<file path="config.mk">
export PLATFORM = sky130hd
export DESIGN_NAME = hra_ram
export DESIGN_NICKNAME = d
export VERILOG_FILES = /design/src/sv/hra_ram.sv
export SDC_FILE = /design/constraint.sdc
export NUM_CORES = 2
export LEC_CHECK = 0
export BUFFER_PORTS_ARGS = -buffer_cell sky130_fd_sc_hd__buf_2
export CORE_ASPECT_RATIO = 0.75
export CORE_MARGIN = 3
export CORE_UTILIZATION = 25
export CTS_BUF_LIST = sky130_fd_sc_hd__clkbuf_4 sky130_fd_sc_hd__clkbuf_8
export DETAILED_ROUTE_END_ITERATION = 10
export SLEW_MARGIN = 20
export SYNTH_ARGS = -nofsm -noshare
export SYNTH_HDL_FRONTEND = slang
export SYNTH_SLANG_ARGS = --single-unit
export TNS_END_PERCENT = 30
</file>
<file path="constraint.sdc">
create_clock -name clk -period 5.7 [get_ports clk]
set_input_delay 1.14 -clock clk [delete_from_list [all_inputs] [get_ports clk]]
set_output_delay 1.14 -clock clk [all_outputs]
set_load 0.005 [all_outputs]
</file>
<file path="src/sv/hra_ram.sv">
// ----------------------------------------------------------------------------
// hra_ram
// Simple dual-port synchronous RAM, one write and one registered read port.
// ----------------------------------------------------------------------------
module hra_ram #(
	parameter int WIDTH = 64,
	parameter int DEPTH = 32
) (
	input  logic                     clk,
	input  logic                     we,
	input  logic [$clog2(DEPTH)-1:0] waddr,
	input  logic [WIDTH-1:0]         wdata,
	input  logic [$clog2(DEPTH)-1:0] raddr,
	output logic [WIDTH-1:0]         rdata
);

	logic [WIDTH-1:0] mem_q [DEPTH];

	always_ff @(posedge clk) begin
		if (we) begin
			mem_q[waddr] <= wdata;
		end
		rdata <= mem_q[raddr];
	end

endmodule

</file>
==> impl_metrics.ini <==
[outcome]
status = complete, no violations

[floorplan]
die_h_um = 493
initial_core_util_pct = 25.1
core_area_mm2 = 0.314
die_x_um = 655
num_rows = 178
ios = 140
die_area_mm2 = 0.323

[power]
p_leak_nw = 28.2
combinationalPowerShare_pct = 4.8
clkPwrFrac_pct = 39.9
total_power_mw = 31.4
ir_drop_mv = 0.149
seqPwrFrac_pct = 55.4
p_per_area_mw_per_mm2 = 340
power_switching_mw = 6.70
power.internal_mw = 24.7
p_sw_share_pct = 21.4

[cts]
clkTransAtPathRegs_ns = 0.07
root_buffer = clkbuf_8
ctsHtreeMaxLevel = 5
ctsResizeCount = 0
post_cts_buffers = 0
clock-sinks = 2112
worstSkewPairLatency_ns = 0.92
numCtsBuffers = 324
clockBufferDepth = 4
postCtsHoldBufs = 0
tritoncts = done

[finish]
fin_cells = 7916
drive_gt1_share_pct = 39.5
syn_to_final_growth_pct = 16.8
fin_nets = 3598
fin_area_mm2 = 0.0922
final_common_cell = edfxtp_1
layout_common_cells = edfxtp_1 (2,048), mux4_2 (602), clkbuf_8 (354)
n_fill_cell = 30200
fin_util_pct = 29.4

[yosys]
yosysUniqueCellTypes = 31
synth_area_leader_cell = edfxtp_1
yosysWarnings = 0
synth_nets = 3173
synth-seq-cells = 2112
syn_area_per_cell_um2 = 25.5
synthCells = 3097
synth_top_area_share_pct = 77.9
ys_seq_area_share_pct = 79.5
netlist_area_mm2 = 0.0790
synth.top_cells.by_area = edfxtp_1 (78%), mux4_2 (17%), dfxtp_1 (1.6%), mux2_2 (1.1%), mux2i_1 (0.48%)

[sta]
final.hold.worst_slack_ns = 0.705
worstMarginPinSlew_ns = 1.18
finalCritPeriodShare_pct = 56.1
timing.final.ws_setup_ns = 2.50
slew_violations = 0
setup_tns_ns = 0
clock_skew_ns = 0.0965
setup_viol = 0
slew_headroom_pct = 21.6
fin_crit_ns = 3.20
fmax_mhz = 313
hold_viol = 0
grt_setup_unrepaired = false

[placement]
globalplace.congestion = 0.721
place_ws_ns = 1.59
dp_cells = 7335
placed_cell_area_mm2 = 0.0858
port_buffers = 139
dp_hpwl_um = 107000

[hold_path]
hp-start = wdata[2]
hold_class = input pin to flip-flop

[detailed_routing]
vias_per_cell = 4.57
drt_iter0_drc = 4358
wl_um = 204000
drt-pass1-iter-count = 7
vias = 36200
ant_nets = 0
wl_per_cell_um = 25.8
drc = 0

[global_route]
grt_max_degree = 79
grt_first_pass_wirelength_um = 289000
grt_pass1_vias = 37200
grtUsageTotal_pct = 12.4
overflow = 0
antenna_found_initial = 52

[worst_setup_path]
critPathLaunchType = input pin
path_max_fanout = 15
critPathRequiredTime_ns = 6.19
end_kind = flip-flop
worst_ep_arrival_time_ns = 3.69
path_class = input pin to flip-flop
crit_start = we
r2r_start = mem_q[11][25]

[flow_run]
cap_violations = 0
[flip-flops by register name, indices dropped and copies added, names as in the netlist]
register  cells
rdata        64
mem_q      2048
[worst max-delay path, stage by stage]
cell and delay, ns:
buf_2 0.11, nand3_1 0.74, nor2_4 1.14, buf_4 0.48
[path summary, 6_finish.rpt]
check | to | slack (ns) | cells past startpoint
worst max-delay path | mem_q[31][13] | 2.50 | 4
worst min-delay path | mem_q[5][2] | 0.70 | 1
worst max register to register | rdata[25] | 3.87 | 4
worst min register to register | rdata[0] | 0.84 | 3
[power by group through the flow]
| stage | registers [mW] | clock network [mW] | logic [mW] |
|---|---|---|---|
| final | 17.4 | 12.5 | 1.49 |
| after global routing | 17.4 | 13.5 | 1.61 |
| after CTS | 17.4 | 12.8 | 1.54 |
| after detailed placement | 17.7 | 0 | 1.53 |
| after global placement | 17.7 | 0 | 1.51 |
| after floorplan | 17.7 | 0 | 0.866 |
[layout make-up]
cell class | instances | area [µm²] | area share, %
Multi-Input combinational cell | 828 | 15700 | 17.0
Inverter | 1 | 3.75 | 0.00407
Tap cell | 4140 | 5180 | 5.62
Antenna cell | 12 | 30.0 | 0.0326
Sequential cell | 2112 | 62800 | 68.1
Clock inverter | 83 | 538 | 0.584
Timing Repair Buffer | 255 | 2140 | 2.32
Clock buffer | 485 | 5850 | 6.34
[cell usage after synthesis, drive strengths merged]
cell,instances
inv,1
edfxtp,2048
a221oi,12
o31a,3
nand2,3
nand2b,2
o21ai,9
dfxtp,64
mux2,74
nor2b,4
clkbuf,55
nor2,41
a22oi,3
or3,1
a22o,1
a211oi,3
and2,4
o2bb2ai,3
o22ai,10
buf,101
nand3b,5
o221ai,3
nand3,2
o211ai,3
or3b,2
mux2i,38
mux4,602
[layer usage]
metal  track usage [%]  share of wire, %
met4              2.89               2.2
met3              2.07               6.5
met5                 0             0.013
met2              20.5                49
met1              17.2                43
[kinds of logic (layout without fill, tap and decap cells)]
group                  after synthesis  after routing  share of synthesized area [%]
buffers and inverters              157            824                          0.944
AO/OA/AOI/OAI                       50             50                          0.466
AND/OR/NAND/NOR                     64             64                          0.379
other                                0             12                              0
multiplexers                       714            714                           18.7
flip-flops                        2112           2112                           79.5
Note: power is estimated with default switching activity, not from simulation.
